`config.mk`:
```
export PLATFORM = sky130hd
export DESIGN_NAME = gses_ram
export DESIGN_NICKNAME = d
export VERILOG_FILES = /design/src/gses_ram.sv
export SDC_FILE = /design/constraint.sdc
export NUM_CORES = 2
export LEC_CHECK = 0
export BUFFER_PORTS_ARGS = -buffer_cell sky130_fd_sc_hd__buf_2
export CAP_MARGIN = 20
export CELL_PAD_IN_SITES_DETAIL_PLACEMENT = 1
export CELL_PAD_IN_SITES_GLOBAL_PLACEMENT = 1
export CORE_MARGIN = 4
export CORE_UTILIZATION = 25
export CTS_CLUSTER_DIAMETER = 40
export CTS_CLUSTER_SIZE = 16
export DETAILED_ROUTE_END_ITERATION = 7
export PLACE_DENSITY = 0.41
export SLEW_MARGIN = 20
export SYNTH_ARGS = -nofsm -noshare
export SYNTH_HDL_FRONTEND = slang
export SYNTH_SLANG_ARGS = --single-unit
```
`constraint.sdc`:
```
create_clock -name clk_i -period 3.2 [get_ports clk_i]
set_clock_uncertainty 0.05 [all_clocks]
set_input_delay 0.32 -clock clk_i [delete_from_list [all_inputs] [get_ports clk_i]]
set_output_delay 0.32 -clock clk_i [all_outputs]
set_load 0.02 [all_outputs]
```
`src/gses_ram.sv`:
```
`default_nettype none

module gses_ram #(
  parameter int unsigned Width = 8,
  parameter int unsigned Depth = 256
) (
  input  wire logic                     clk_i,
  input  wire logic                     we_i,
  input  wire logic [$clog2(Depth)-1:0] waddr_i,
  input  wire logic [Width-1:0]         wdata_i,
  input  wire logic                     re_i,
  input  wire logic [$clog2(Depth)-1:0] raddr_i,
  output logic      [Width-1:0]         rdata_o
);

  logic [Width-1:0] mem_q [Depth];

  // One write port, one registered read port
  always_ff @(posedge clk_i) begin
    if (we_i) begin
      mem_q[waddr_i] <= wdata_i;
    end
    if (re_i) begin
      rdata_o <= mem_q[raddr_i];
    end
  end

endmodule

`default_nettype wire

```
# After elaboration in Yosys (flattened, before gate mapping)
# Memory sizes are Yosys's and may differ from the RTL's. A register that Yosys moved wholly into a read port is not among the register bits.
# Index checks and enable logic that the tools add are counted.
# totals
register_bits	0
latch_bits	0
ram_bits	2048
romBits	0
input_bits	27
output_inout_bits	8
word_cells	3
memories	1
# classes
add_sub_neg	0
multipliers	0
div	0
order_cmp	0
n_eq_ne	0
shift	0
n_mux	2
bitwise_logic	0
reduce_logical	0
# memory_table
name	words	word_bits	read_ports	rd_ports_with_merged_regs	wr	line	text
mem_q	256	8	1	1	1	16	logic [Width-1:0] mem_q [Depth];
# op_table
cell	n
$mux 1	2

# Depth between registers and ports, before layout
# logic_depth
ltp_word	2
depth_mapped	11
mapped_depth_nobuf	6

# Worst setup path before layout
# No wires, ideal clock.
# synth_path
path_type	input to register
start	input port raddr_i[0]
end	register rdata_o[2], read port of mem_q, data pin
setup_time_ns	0.269
arrival_time_ns	2.127
required_ns	2.881
setup_slack_ns	0.754
stages	9
path_buffers	4
cell_sequence	buf_6 -> buf_12 -> buf_8 -> buf_2 -> mux4_2 -> a22oi_1 -> a21oi_1 -> nor4_1 -> nor4_2
# synth_rtl
item	line	text
start, declared	12	input wire logic [$clog2(Depth)-1:0] raddr_i,
end, declared	13	output logic [Width-1:0] rdata_o

==> results.json <==
{
  "outcome": "finished, final reports clean",
  "dieArea_sq_um": 328000,
  "die_y_um": 572,
  "multi_input_area_sq_um": 16600,
  "ant_nets": 0,
  "yosysTopAreaCell": "edfxtp_1",
  "ys.flop_type": "edfxtp_1",
  "fin_crit_sh_pct": 94.2,
  "grt_pass1_wl_um": 361000,
  "postSynthAreaPerCell_sq_um": 21.3,
  "cts_buffers": 376,
  "num_rows": 206,
  "synth_top_area_share_pct": 77.5,
  "via_per_inst": 4.58,
  "nets": 4530,
  "gr-total-overflow": 0,
  "core_region_area_sq_um": 316000,
  "crit_path_end_kind": "flop",
  "cts.sinks": 2056,
  "synthArstFlopShare_pct": 0,
  "synthTopCellsByArea": "edfxtp_1, mux4_2, mux2i_1",
  "n_fill_cell": 31466,
  "pre_cts_ws_ns": -0.806,
  "grt_pass1_vias": 44565,
  "worstHoldPathType": "in -> reg",
  "p_total_uw": 73100,
  "synth_nets": 3760,
  "seq_area_sq_um": 61700,
  "dp_hpwl_um": 166000,
  "setup_viol": 0,
  "synth_area_sq_um": 79600,
  "numPortBuffers": 34,
  "start_util_pct": 25.2,
  "fin_area_sq_um": 102000,
  "fin_tns_setup_ns": 0,
  "tightest_slew_ns": 1.12,
  "slew_viol_final": 0,
  "yosys_register_bits": 2056,
  "hold_viol": 0,
  "area_growth_syn_to_layout_pct": 28.3,
  "seq_area_frac_synth_pct": 77.5,
  "grt_use_total_pct": 15.5,
  "clk_latency_ns": 0.93,
  "synth_edf_count": 2056,
  "drcViolationCount": 0,
  "tritoncts": "built",
  "yosysWarningCount": 0,
  "path_clk_slew_ns": 0.06,
  "die_x_um": 572,
  "fmax_mhz": 332,
  "dpl-instance-area_sq_um": 89100,
  "wirelength_um": 256000,
  "num_vias": 41194,
  "dr.pass1.iters": 5,
  "setup_slack_ns": 0.185,
  "postCtsSetupBuffers": 0,
  "dpl.cell_count": 8276,
  "wl_per_cell_um": 28.5,
  "synth_cell_type_count": 54,
  "slew-limit-headroom_pct": 24.6,
  "p_per_area_nw_per_um2": 715,
  "drtIter0Drc": 3414,
  "htree_num_levels": 5,
  "period_needed_ns": 3.02,
  "cts_root_buf": "clkbuf_16",
  "rsz0062_at_grt": "false",
  "ir_worst_vdd_mv": 0.433,
  "finalNonFillerCells": 8990,
  "path_max_fanout": 1,
  "drive_gt1_share_pct": 36.1,
  "startpoint_type": "flop",
  "grt_max_degree": 99,
  "synthCells": 3733,
  "gp_congestion": 0.768,
  "critPathRequiredTime_ns": 3.78,
  "leakage_uw": 0.0330,
  "cp.arrival_ns": 3.59,
  "crit_type": "reg -> reg",
  "ioPinCount": 35,
  "antenna_found_initial": 18,
  "drv_cap": 0,
  "ctsLongestPathBuffers": 4
}
-- final timing paths --
check	startpoint	endpoint	slack, ns	cells past startpoint
worst max-delay path	mem_q[129][1]	rdata_o[1]	0.18	7
worst min-delay path	waddr_i[1]	mem_q[199][2]	0.12	4
worst max register to register	mem_q[129][1]	rdata_o[1]	0.18	7
worst min register to register	mem_q[33][5]	rdata_o[5]	1.09	7
-- cells in the mapped netlist, types with 10 or more instances --
master    count
a211oi_1     16
a21oi_1      96
a221oi_1     13
a22oi_1     133
buf_1        22
buf_2        31
buf_4        27
buf_6        21
buf_8        13
clkbuf_1    111
edfxtp_1   2056
mux2i_1     134
mux4_2      454
nand2_1      33
nand3_1      34
nand4_1      10
nor2_1      282
nor2b_1      31
nor3_1       22
nor4_1       24
o211ai_1     10
o21ai_0      10
o221ai_1     46
o22ai_1      28
-- layer usage --
metal	routed length (um)	vias to the layer above	global-route usage, %
li1	-	17444	-
met1	118000	22548	21.9
met2	123000	849	25.2
met3	9680	353	2.29
met4	5530	0	3.57
met5	0	-	0
-- cell type report --
| cell class | count | area share, % |
|---|---|---|
| Multi-Input combinational cell | 1442 | 16.2 |
| Clock buffer | 409 | 9.37 |
| Timing Repair Buffer | 625 | 5.56 |
| Inverter | 2 | 0.00735 |
| Antenna cell | 4 | 0.00979 |
| Sequential cell | 2056 | 60.4 |
| Tap cell | 4160 | 5.09 |
| Clock inverter | 292 | 3.32 |
-- critical path, cell delays in order (launching register included) --
cell       delay, ns
edfxtp_1        0.34
mux4_1          0.60
mux4_2          0.50
nor2_1          0.14
a2111oi_1       0.11
buf_4           0.18
nor3_2          0.68
nor4_1          0.12
-- placed cells by master, fill, tap and decap left out, types with 47 or more instances in the layout --
| cell | n |
|---|---|
| inv_6 | 55 |
| clkinv_4 | 47 |
| clkbuf_16 | 378 |
| mux2i_1 | 134 |
| edfxtp_1 | 2056 |
| mux4_2 | 454 |
| buf_12 | 76 |
| nor2_1 | 279 |
| buf_4 | 508 |
| a21oi_1 | 96 |
| a22oi_1 | 133 |
-- per-stage QoR --
| step | util, % | hold slack (ns) |
|---|---|---|
| floorplan | - | 0.369 |
| global placement | 28.2 | 0.764 |
| detailed placement | 28.2 | 0.760 |
| CTS | 32.3 | 0.0363 |
| global route | 32.3 | 0.0654 |
| finish | 32.3 | 0.118 |
-- power by group --
part / total (uW) / switching (uW) / internal [uW]
Clock: 40000 / 14900 / 25200
Combinational: 3230 / 2040 / 1190
Sequential: 29800 / 55.2 / 29800
-- state kept, by name, indices dropped and copies added, names as in the netlist --
signal / count
mem_q: 2048
rdata_o: 8
-- logic make-up (layout without fill, tap and decap cells) --
| group | after synthesis | after routing | synth area share (%) |
|---|---|---|---|
| flip-flops | 2056 | 2056 | 77.5 |
| multiplexers | 591 | 591 | 14.6 |
| AO/OA/AOI/OAI | 385 | 385 | 3.42 |
| other | 0 | 4 | 0 |
| AND/OR/NAND/NOR | 466 | 466 | 2.63 |
| buffers and inverters | 235 | 1328 | 1.83 |
-- timing repair --
item,4_1_cts,5_1_grt
endpoints found under the hold margin,481,0
hold buffers,9,0
endpoints found under the setup margin,0,1
gates resized for setup,0,1
No activity file was read; power rests on OpenSTA's default activity.
