## src/gses_pkg.sv

```systemverilog
`default_nettype none

package gses_pkg;

  // Frame geometry limits
  localparam int unsigned MaxWidth  = 2048;
  localparam int unsigned MaxHeight = 4096;
  localparam int unsigned MinDim    = 3;

  // Position counters and register widths
  localparam int unsigned ColW    = $clog2(MaxWidth);
  localparam int unsigned RowW    = $clog2(MaxHeight);
  localparam int unsigned WidthW  = 12;
  localparam int unsigned HeightW = 13;

  // Configuration port
  localparam int unsigned CfgIdxW  = 2;
  localparam int unsigned CfgDataW = 13;

  typedef enum logic [CfgIdxW-1:0] {
    RegImageWidth  = 2'd0,
    RegImageHeight = 2'd1
  } cfg_reg_e;

  // Pixel arithmetic
  localparam int unsigned PixW  = 8;
  localparam int unsigned WgtW  = 16;
  localparam int unsigned ProdW = PixW + WgtW;
  localparam int unsigned SumW  = PixW + 2;
  localparam int unsigned LineW = 2 * PixW;

  // Luma weights, 16-bit fixed point, summing to 65536
  localparam logic [WgtW-1:0] WeightRed   = 16'd13933;
  localparam logic [WgtW-1:0] WeightGreen = 16'd46871;
  localparam logic [WgtW-1:0] WeightBlue  = 16'd4732;

  // Result buffer
  localparam int unsigned FifoDepth = 8;
  localparam int unsigned FifoPtrW  = $clog2(FifoDepth);
  localparam int unsigned FifoCntW  = $clog2(FifoDepth + 1);

  typedef struct packed {
    logic            frame_start;
    logic [PixW-1:0] red;
    logic [PixW-1:0] green;
    logic [PixW-1:0] blue;
  } pix_in_t;

  typedef struct packed {
    logic [PixW-1:0] edge_magnitude;
    logic            last_of_frame;
  } pix_out_t;

  // Status of the result buffer as seen by the pipeline
  typedef struct packed {
    logic                out_valid;
    logic [FifoCntW-1:0] count;
  } fifo_status_t;

endpackage

`default_nettype wire

```

## src/gses_result_fifo.sv

```systemverilog
`default_nettype none

module gses_result_fifo (
  input  wire logic                     clk_i,
  input  wire logic                     rst_ni,
  input  wire logic                     push_i,
  input  wire gses_pkg::pix_out_t       push_data_i,
  input  wire logic                     out_stall_i,
  output gses_pkg::pix_out_t            out_data_o,
  output gses_pkg::fifo_status_t        status_o
);

  gses_pkg::pix_out_t buf_q [gses_pkg::FifoDepth];

  logic [gses_pkg::FifoPtrW-1:0] wr_ptr_q, wr_ptr_d;
  logic [gses_pkg::FifoPtrW-1:0] rd_ptr_q, rd_ptr_d;
  logic [gses_pkg::FifoCntW-1:0] count_q, count_d;
  logic                          pop;
  logic                          not_empty;

  assign not_empty = (count_q != '0);
  assign pop       = not_empty && !out_stall_i;

  // Pointer and fill bookkeeping; the caller never pushes into a full buffer
  always_comb begin
    wr_ptr_d = push_i ? wr_ptr_q + gses_pkg::FifoPtrW'(1) : wr_ptr_q;
    rd_ptr_d = pop ? rd_ptr_q + gses_pkg::FifoPtrW'(1) : rd_ptr_q;
    count_d  = count_q;
    if (push_i && !pop) begin
      count_d = count_q + gses_pkg::FifoCntW'(1);
    end else if (!push_i && pop) begin
      count_d = count_q - gses_pkg::FifoCntW'(1);
    end
  end

  always_ff @(posedge clk_i or negedge rst_ni) begin
    if (!rst_ni) begin
      wr_ptr_q <= '0;
      rd_ptr_q <= '0;
      count_q  <= '0;
    end else begin
      wr_ptr_q <= wr_ptr_d;
      rd_ptr_q <= rd_ptr_d;
      count_q  <= count_d;
    end
  end

  // Storage
  always_ff @(posedge clk_i) begin
    if (push_i) begin
      buf_q[wr_ptr_q] <= push_data_i;
    end
  end

  assign out_data_o          = buf_q[rd_ptr_q];
  assign status_o.out_valid  = not_empty;
  assign status_o.count      = count_q;

endmodule

`default_nettype wire

```

## config.mk

```make
export PLATFORM = sky130hd
export DESIGN_NAME = gses_result_fifo
export DESIGN_NICKNAME = d
export VERILOG_FILES = /design/src/gses_pkg.sv /design/src/gses_result_fifo.sv
export SDC_FILE = /design/constraint.sdc
export NUM_CORES = 1
export LEC_CHECK = 0
export ABC_AREA = 1
export BUFFER_PORTS_ARGS = -buffer_cell sky130_fd_sc_hd__buf_4
export CELL_PAD_IN_SITES_DETAIL_PLACEMENT = 0
export CELL_PAD_IN_SITES_GLOBAL_PLACEMENT = 1
export CORE_ASPECT_RATIO = 0.75
export CORE_MARGIN = 3
export CORE_UTILIZATION = 51
export DETAILED_ROUTE_END_ITERATION = 6
export PLACE_DENSITY = 0.89
export SLEW_MARGIN = 10
export SYNTH_ARGS = -nofsm -noshare
export SYNTH_HDL_FRONTEND = slang
export SYNTH_SLANG_ARGS = --single-unit
export TNS_END_PERCENT = 10
```

## constraint.sdc

```tcl
create_clock -name clk_i -period 3.3 [get_ports clk_i]
set_input_delay 0.165 -clock clk_i [delete_from_list [all_inputs] [get_ports clk_i]]
set_output_delay 0.165 -clock clk_i [all_outputs]
set_load 0.01 [all_outputs]
```

Yosys cells after proc, flatten, opt, wreduce, memory -nomap -nowiden

Memories as Yosys holds them, arrays and structs flattened.
Index checks and enable logic that the tools add are counted.

Flip-flop bits (word level): 10
Bits in writable memories: 72
Input bits: 13
Output and inout port bits: 14
Word-level logic and storage cells: 20
Memories kept: 1

Add/subtract/negate cells: 4
Mux-type cells: 4
Reduce and logical (&&, ||, !) cells: 8

Memories:

| memory | words | bits a word | rd ports | clocked after Yosys merged registers in | write ports | line                   | text |
|---|---|---|---|---|---|---|---|
| buf_q  | 8     | 9           | 1        | 0                                       | 1           | gses_result_fifo.sv:13 | `gses_pkg::pix_out_t buf_q [gses_pkg::FifoDepth];` |

Operator list:

| operator                                          | count |
|---|---|
| 2-to-1 mux 4 bit                                  | 2 |
| adder 3 x 1 -> 3 bit (second input constant)      | 2 |
| adder 4 x 1 -> 4 bit (second input constant)      | 1 |
| nonzero test 4 bit                                | 1 |
| subtractor 4 x 1 -> 4 bit (second input constant) | 1 |
| logical AND 1 bit                                 | 3 |
| logical NOT 1 bit                                 | 3 |
| 2-to-1 mux 1 bit                                  | 2 |
| nonzero test 2 bit                                | 1 |

Longest topological paths before layout

Gate-level depths: netlist of run 1.

Depth after elaboration: 5
Mapped depth: 12
Depth with buffers taken out: 12

Worst setup path before layout of run 1

No wires, ideal clock.

Path kind: register to register
Start: register count_q[0] in the netlist's numbering
End: register count_q[3] in the netlist's numbering
Arrival time: 1812 ps
Setup slack: 1371 ps
Cell stages (with the launch flop): 12
Path buffers: 0
Period minus slack after synthesis: 1929 ps
Cell sequence: dfrtp_1 nor2_1 nand2_1 nand2_1 ha_1 inv_1 ha_1 or2_2 nand2_1 nand2_1 nand3_1 nand2_1

Word-level cells in the longest chain between the ends: 5

Ends and longest elaborated chain:

| what                                                          | line                   | text |
|---|---|---|
| from (decl)                                                   | gses_result_fifo.sv:17 | `logic [gses_pkg::FifoCntW-1:0] count_q, count_d;` |
| from (signal assigned)                                        | gses_result_fifo.sv:44 | `count_q <= count_d;` |
| nonzero test 4 bit *                                          | gses_result_fifo.sv:21 | `assign not_empty = (count_q != '0);` |
| net not_empty                                                 | gses_result_fifo.sv:19 | `logic not_empty;` |
| logical AND 1 bit *                                           | gses_result_fifo.sv:22 | `assign pop = not_empty && !out_stall_i;` |
| logical NOT 1 bit                                             | gses_result_fifo.sv:29 | `if (push_i && !pop) begin` |
| logical AND 1 bit                                             | gses_result_fifo.sv:29 |  |
| 2-to-1 mux 4 bit / nonzero test 2 bit (equally long branches) | -                      |  |

Mark *: on every way through the listed nets, which the timed path passes. The rest lies on a longest branch. The select of a mux whose other input is x is not followed.
A chain may end at the register's enable or synchronous reset.

==> flow_summary_export.csv, run 1 <==
group,metric,value,unit
run_status,status,"finished, final reports clean",
min_path,whs_endpoint,"buf_q[6][5]",
global_routing,grt_pass1_wl,11100,µm
global_routing,grt_busiest_layer,"met2",
finish,area_delta_synth_final,11.3,%
clock_network,cts_root_buf,"clkbuf_8",
floorplan,start_util,54.1,%
flow_run,maxCapViolations,0,
worst_setup_path,worst-setup-path-type,"reg2out",
routing,drc,0,
worst_setup_path,ff2ff_path_depth,11,
power,peakVddDrop,0.000375,V
global_routing,grt_usage,19.1,%
floorplan,io_pins,27,
sta,whs,0.0543,ns
worst_setup_path,slowest_stage,"dfrtp_1",
clock_network,ctsLongestPathBuffers,2,
worst_setup_path,cp.arrival,2.08,ns
global_routing,grt_max_degree,38,
finish,num-nets-final,365,
routing,wl_per_cell,15.9,µm
min_path,hp-start,"push_data_i[5]",
power,p_per_area,852,mW/mm²
worst_setup_path,crit_family,"flip-flops",
min_path,hold_depth,1,
global_routing,grt_use_met2,29.3,%
worst_setup_path,cpMostUsedCell,"nand2_1",
global_routing,grt_antenna_before_repair,0,
logic_synthesis,yosysSeqAreaShare,68.6,%
sta,maxSlewViolCount,0,
clock_network,path_clk_slew,0.08,ns
sta,max_freq,0.446,GHz
global_routing,grtUsageMet3,5.21,%
clock_network,cts_resized,0,
worst_setup_path,slowest_delay,0.67,ns
sta,period_minus_slack,2.24,ns
clock_network,htree_levels,3,
logic_synthesis,syn_inst,317,
placed_design,portBuffers,26,
clock_network,cts_buffers,9,
sta,finalCritPeriodShare,67.9,%
power,pwr-share-clk,20.3,%
worst_setup_path,r2r_end,"count_q[3]",
sta,finalSetupTns,0,ns
worst_setup_path,r2r_slack,1.22,ns
routing,vias,2187,
worst_setup_path,cp-end-kind,"primary output",
floorplan,core,0.00651,mm²
clock_network,clkLatencyLatePin,0.35,ns
sta,finalHoldViolCount,0,
power,swShare,37.3,%
floorplan,rows,25,
power,p_leak,0.00158,µW
min_path,hold_path_class,"in2reg",
worst_setup_path,path_cells,"buf_4, nand2_1, nand2_1, nand2_1, o21ai_0, nand2_1, nand2_1, buf_4",
routing,ant_nets,0,
sta,rsz0062_at_grt,"false",
worst_setup_path,critPathRequiredTime,3.13,ns
logic_synthesis,synth_nets,336,
placed_design,gp_congestion,0.752,
worst_setup_path,worst-path-max-fanout,26,
placed_design,placedCellCount,415,
routing,drtIter0Drc,120,
global_routing,gr-usage-met1,26.5,%
logic_synthesis,syn-cell-area,0.00352,mm²
logic_synthesis,yosys_register_bits,82,
routing,viasPerCell,5.06,
placed_design,place_ws,1.24,ns
global_routing,grt_pass1_vias,2174,
sta,relSlewSlack,31.3,%
clock_network,cts_tree,"done",
logic_synthesis,avgSynthCellArea,11.1,µm²
floorplan,dieWidth,102,µm
worst_setup_path,worst-path-buf-inv,2,
global_routing,grt_remaining_overflow,0,
power,pwr-share-seq,43.3,%
floorplan,dieArea,0.00794,mm²
sta,setup_viol,0,
power,p_int,2090,µW
power,pwr-share-comb,36.4,%
finish,n_antenna_cell,0,
finish,drive_gt1_share,12.8,%
sta,setup_ws,1.06,ns
worst_setup_path,worstReg2RegStart,"count_q[0]",
logic_synthesis,synth.distinct_cells,21,
routing,wl,6850,µm
routing,first_pass_iters,4,
sta,clock_skew,0.00623,ns
sta,tightest_slew,1.03,ns
finish,layoutNonFillerInstCount,432,
placed_design,place_hpwl,4330,µm
clock_network,cts_sinks,82,
floorplan,die_h,77.9,µm
logic_synthesis,synth_warnings,0,
power,p_switching,1240,µW
worst_setup_path,cp-start-kind,"flip-flop",
## per-layer routing
layer	routed length, µm	vias up	part of all wire, %
met1	3070	1015	45
met3	521	8	7.6
met5	0	-	0
met4	67	0	0.98
li1	-	1115	-
met2	3190	49	47
## sequential cells by signal (all words and copies together) (netlist names)
signal    cells
buf_q        72
count_q       4
rd_ptr_q      3
wr_ptr_q      3
## per-stage QoR
| stage | utilization, % | power, µW | area (µm²) |
|---|---|---|---|
| floorplan | - | 2330 | 3520 |
| global placement | 57.2 | 2680 | 3720 |
| detailed placement | 57.2 | 2700 | 3720 |
| CTS | 60.2 | 3370 | 3920 |
| global route | 60.2 | 3590 | 3920 |
| finish | 60.2 | 3340 | 3920 |
## power by group through the flow
stage	clock (µW)	combinational, µW	sequential [µW]
6_report	677	1210	1450
2_1_floorplan	0	947	1380
4_1_cts	692	1230	1450
3_3_place_gp	0	1210	1470
3_5_place_dp	0	1220	1470
5_1_grt	737	1380	1470
## layout by cell type (no fill, tap or decap), types with 5 or more instances in the layout
cell type	instances
clkinv_1	5
dfrtp_1	10
ha_1	5
o21ai_0	20
nand2_1	125
o21ai_1	18
clkbuf_8	9
buf_4	29
inv_1	9
edfxtp_1	72
nor2_1	30
## what timing repair did
action | in CTS | in global routing
hold buffers | 1 | 0
setup buffers | 0 | 0
endpoints found under the hold margin | 10 | 0
## synthesized netlist by cell type
cell type / number / area share (%)
edfxtp_1: 72 / 61
nand3_1: 3 / 0.43
o21ai_1: 18 / 2.6
fa_1: 1 / 0.57
buf_6: 4 / 1.3
buf_8: 2 / 0.85
dfrtp_1: 10 / 7.1
buf_4: 4 / 0.85
nand2_1: 125 / 13
buf_2: 2 / 0.28
a21oi_1: 2 / 0.28
inv_1: 9 / 0.96
or2_2: 2 / 0.36
ha_1: 5 / 1.8
nor2_1: 30 / 3.2
xnor2_1: 2 / 0.50
clkinv_1: 1 / 0.11
o21ai_0: 20 / 2.8
inv_8: 1 / 0.32
xor2_1: 3 / 0.75
inv_4: 1 / 0.18
## how the worst max path moves through the flow
stage | from | end | cells after the start
2_1_floorplan | count_q[0] | count_q[3] | 11
3_3_place_gp | count_q[0] | count_q[3] | 11
3_5_place_dp | count_q[0] | count_q[3] | 11
4_1_cts | rd_ptr_q[0] | out_data_o[0] | 8
5_1_grt | rd_ptr_q[0] | out_data_o[0] | 8
6_report | rd_ptr_q[0] | out_data_o[0] | 8
## final cells by class
type / count / area (µm²)
Fill cell: 548 / 2590
Multi-Input combinational cell: 211 / 936
Timing Repair Buffer: 30 / 228
Inverter: 12 / 55.1
Sequential cell: 82 / 2410
Clock buffer: 9 / 124
Tap cell: 81 / 101
Clock inverter: 7 / 60.1
## cells by family after synthesis
| family | Yosys count | synth area share [%] |
|---|---|---|
| AOI/OAI and AO/OA | 40 | 5.69 |
| and+or+nand+nor | 160 | 17.3 |
| adders and majority gates | 6 | 2.35 |
| DFF | 82 | 68.6 |
| buffers and inverters | 24 | 4.84 |
| xor gates and xnor gates | 5 | 1.24 |
No activity file was read; power rests on OpenSTA's default activity.
==> run 2: changes to the inputs <==
--- a/config.mk
+++ b/config.mk
@@ -11,9 +11,9 @@
 export CELL_PAD_IN_SITES_GLOBAL_PLACEMENT = 1
 export CORE_ASPECT_RATIO = 0.75
 export CORE_MARGIN = 3
-export CORE_UTILIZATION = 51
+export CORE_UTILIZATION = 43
 export DETAILED_ROUTE_END_ITERATION = 6
-export PLACE_DENSITY = 0.89
+export PLACE_DENSITY = 0.8
 export SLEW_MARGIN = 10
 export SYNTH_ARGS = -nofsm -noshare
 export SYNTH_HDL_FRONTEND = slang
==> constraint.sdc (replaced) <==
create_clock -name clk_i -period 2 [get_ports clk_i]
set_input_delay 0.1 -clock clk_i [delete_from_list [all_inputs] [get_ports clk_i]]
set_output_delay 0.1 -clock clk_i [all_outputs]
set_load 0.01 [all_outputs]
==> flow_summary_export.csv, run 2 (synthesized netlist as in run 1, its figures left out) <==
group,metric,value,unit
sta,maxSlewViolCount,0,
routing,drtIter0Drc,218,
power,p_per_area,1430,mW/mm²
global_routing,grt_pass1_vias,2286,
power,peakVddDrop,0.000511,V
worst_setup_path,cp.arrival,2.10,ns
worst_setup_path,r2r_end,"count_q[3]",
sta,period_minus_slack,1.84,ns
flow_run,maxCapViolations,0,
floorplan,dieArea,0.00931,mm²
routing,vias,2249,
sta,max_freq,0.542,GHz
sta,relSlewSlack,72.8,%
finish,final_cell_mix,"125 x nand2_1, 72 x edfxtp_1, 43 x buf_4, 30 x nor2_1, 20 x o21ai_0",
placed_design,place_hpwl,4550,µm
routing,wl_per_cell,15.0,µm
worst_setup_path,cp-start-kind,"flip-flop",
finish,final_common_cell,"nand2_1",
finish,num-nets-final,390,
worst_setup_path,slowest_delay,0.42,ns
worst_setup_path,r2r_slack,0.16,ns
finish,n_fill_cell,689,
worst_setup_path,path_cells,"nor2_1, nand2_1, nand2_1, ha_1, inv_2, ha_4, or2_2, nand2_1, nand2_1, nand3_1, nand2_1",
clock_network,path_clk_slew,0.08,ns
floorplan,die_h,84.3,µm
clock_network,ctsLongestPathBuffers,2,
floorplan,dieWidth,110,µm
finish,regMostFlops,"buf_q",
floorplan,io_pins,27,
min_path,hold_path_class,"in2reg",
min_path,whs_endpoint,"rd_ptr_q[2]",
global_routing,grt_remaining_overflow,0,
placed_design,portBuffers,26,
finish,reg_top3,"buf_q (72), count_q (4)",
sta,tightest_slew,0.406,ns
finish,fin_area,0.00424,mm²
sta,finalHoldViolCount,0,
clock_network,clkLatencyLatePin,0.35,ns
finish,area_delta_synth_final,20.4,%
sta,finalSetupTns,0,ns
clock_network,cts_tree,"done",
placed_design,placed_area,0.00384,mm²
routing,viasPerCell,4.71,
floorplan,rows,27,
clock_network,htree_levels,3,
clock_network,cts_sinks,82,
worst_setup_path,slowest_stage,"dfrtp_1",
finish,drive_gt1_share,17.8,%
routing,first_pass_iters,4,
sta,clock_skew,0.00652,ns
sta,setup_viol,0,
finish,multiInputGateArea,948,µm²
worst_setup_path,cp-end-kind,"flip-flop",
clock_network,cts_buffers,9,
floorplan,core,0.00763,mm²
global_routing,grt_usage,16.3,%
finish,regArea,0.00241,mm²
run_status,status,"finished, final reports clean",
sta,finalCritPeriodShare,92.2,%
sta,whs,0.0595,ns
routing,drc,0,
worst_setup_path,worstReg2RegStart,"count_q[2]",
global_routing,grt_antenna_before_repair,0,
routing,wl,7170,µm
placed_design,gp_congestion,0.769,
worst_setup_path,ff2ff_path_depth,11,
min_path,hold_depth,4,
clock_network,cts_root_buf,"clkbuf_8",
routing,ant_nets,0,
floorplan,start_util,46.1,%
finish,largest_reg_flops,72,
min_path,hp-start,"out_stall_i",
worst_setup_path,cpMostUsedCell,"nand2_1",
power,p_leak,0.00173,µW
global_routing,grt_pass1_wl,11700,µm
worst_setup_path,worst-path-max-fanout,4,
worst_setup_path,worst-setup-path-type,"reg2reg",
finish,n_antenna_cell,0,
worst_setup_path,critPathRequiredTime,2.25,ns
global_routing,grt_max_degree,38,
## run 2: changes by cell type in the layout (fill, tap and decap cells not counted)
| cell | delta |
|---|---|
| dfrtp_2 | +1 |
| buf_4 | +14 |
| ha_1 | -1 |
| buf_6 | +1 |
| dlygate4sd3_1 | +10 |
| inv_2 | +1 |
| clkinv_1 | -4 |
| dfrtp_1 | -1 |
| inv_4 | -1 |
| bufinv_16 | +2 |
| inv_1 | -1 |
| clkinvlp_4 | -1 |
| ha_4 | +1 |
| inv_6 | +4 |
## run 2: cell type report
type / instances / share of cell area [%]
clock buffers: 9 / 2.92
well taps: 101 / 2.98
flip-flops and latches: 82 / 57.0
clock inverters: 7 / 2.92
inverters: 12 / 1.36
multi-input cells: 211 / 22.4
repair buffers: 55 / 10.5
## run 2: critical path, delay by kind of cell (launching register included)
family,cells,cell delay (ns)
and+or+nand+nor,8,0.81
buffers and inverters,1,0.08
DFF,1,0.42
adders and majority gates,2,0.42
## run 2: per-stage QoR
stage               util [%]  std cells  setup slack [ns]  total power (µW)
floorplan                  -        317            0.0711              3840
global placement        50.4        448             0.120              4550
detailed placement      50.4        448            0.0583              4600
CTS                     55.0        475            0.0386              6070
global route            55.5        477           -0.0122              6540
finish                  55.5        477             0.155              6070
## run 2: per-layer routing
metal  share of wire (%)  vias to the layer above  wire length (µm)  track usage, %
met2                  48                       37              3430            26.7
li1                    -                     1165                 -               -
met3                 3.4                       11               242            4.32
met5                   0                        -                 0               0
met4                 1.1                        0                80            5.59
met1                  48                     1036              3410            21.2
## run 2: repair_timing
item / 4_1_cts / 5_1_grt
endpoints found under the setup margin: 0 / 8
gates resized for setup: 0 / 5
hold buffers: 11 / 0
setup buffers: 0 / 2
endpoints found under the hold margin: 83 / 0
## run 2: worst max path at each step
stage	slack, ns	startpoint	to
floorplan	0.07	count_q[0]	count_q[3]
global placement	0.12	count_q[2]	count_q[3]
detailed placement	0.06	count_q[2]	count_q[3]
CTS	0.04	count_q[2]	count_q[3]
global route	-0.01	count_q[2]	count_q[3]
finish	0.16	count_q[2]	count_q[3]
## run 2: where the power goes
group	switching (µW)	internal, µW
clock network	612	842
logic	1410	943
registers	151	2120
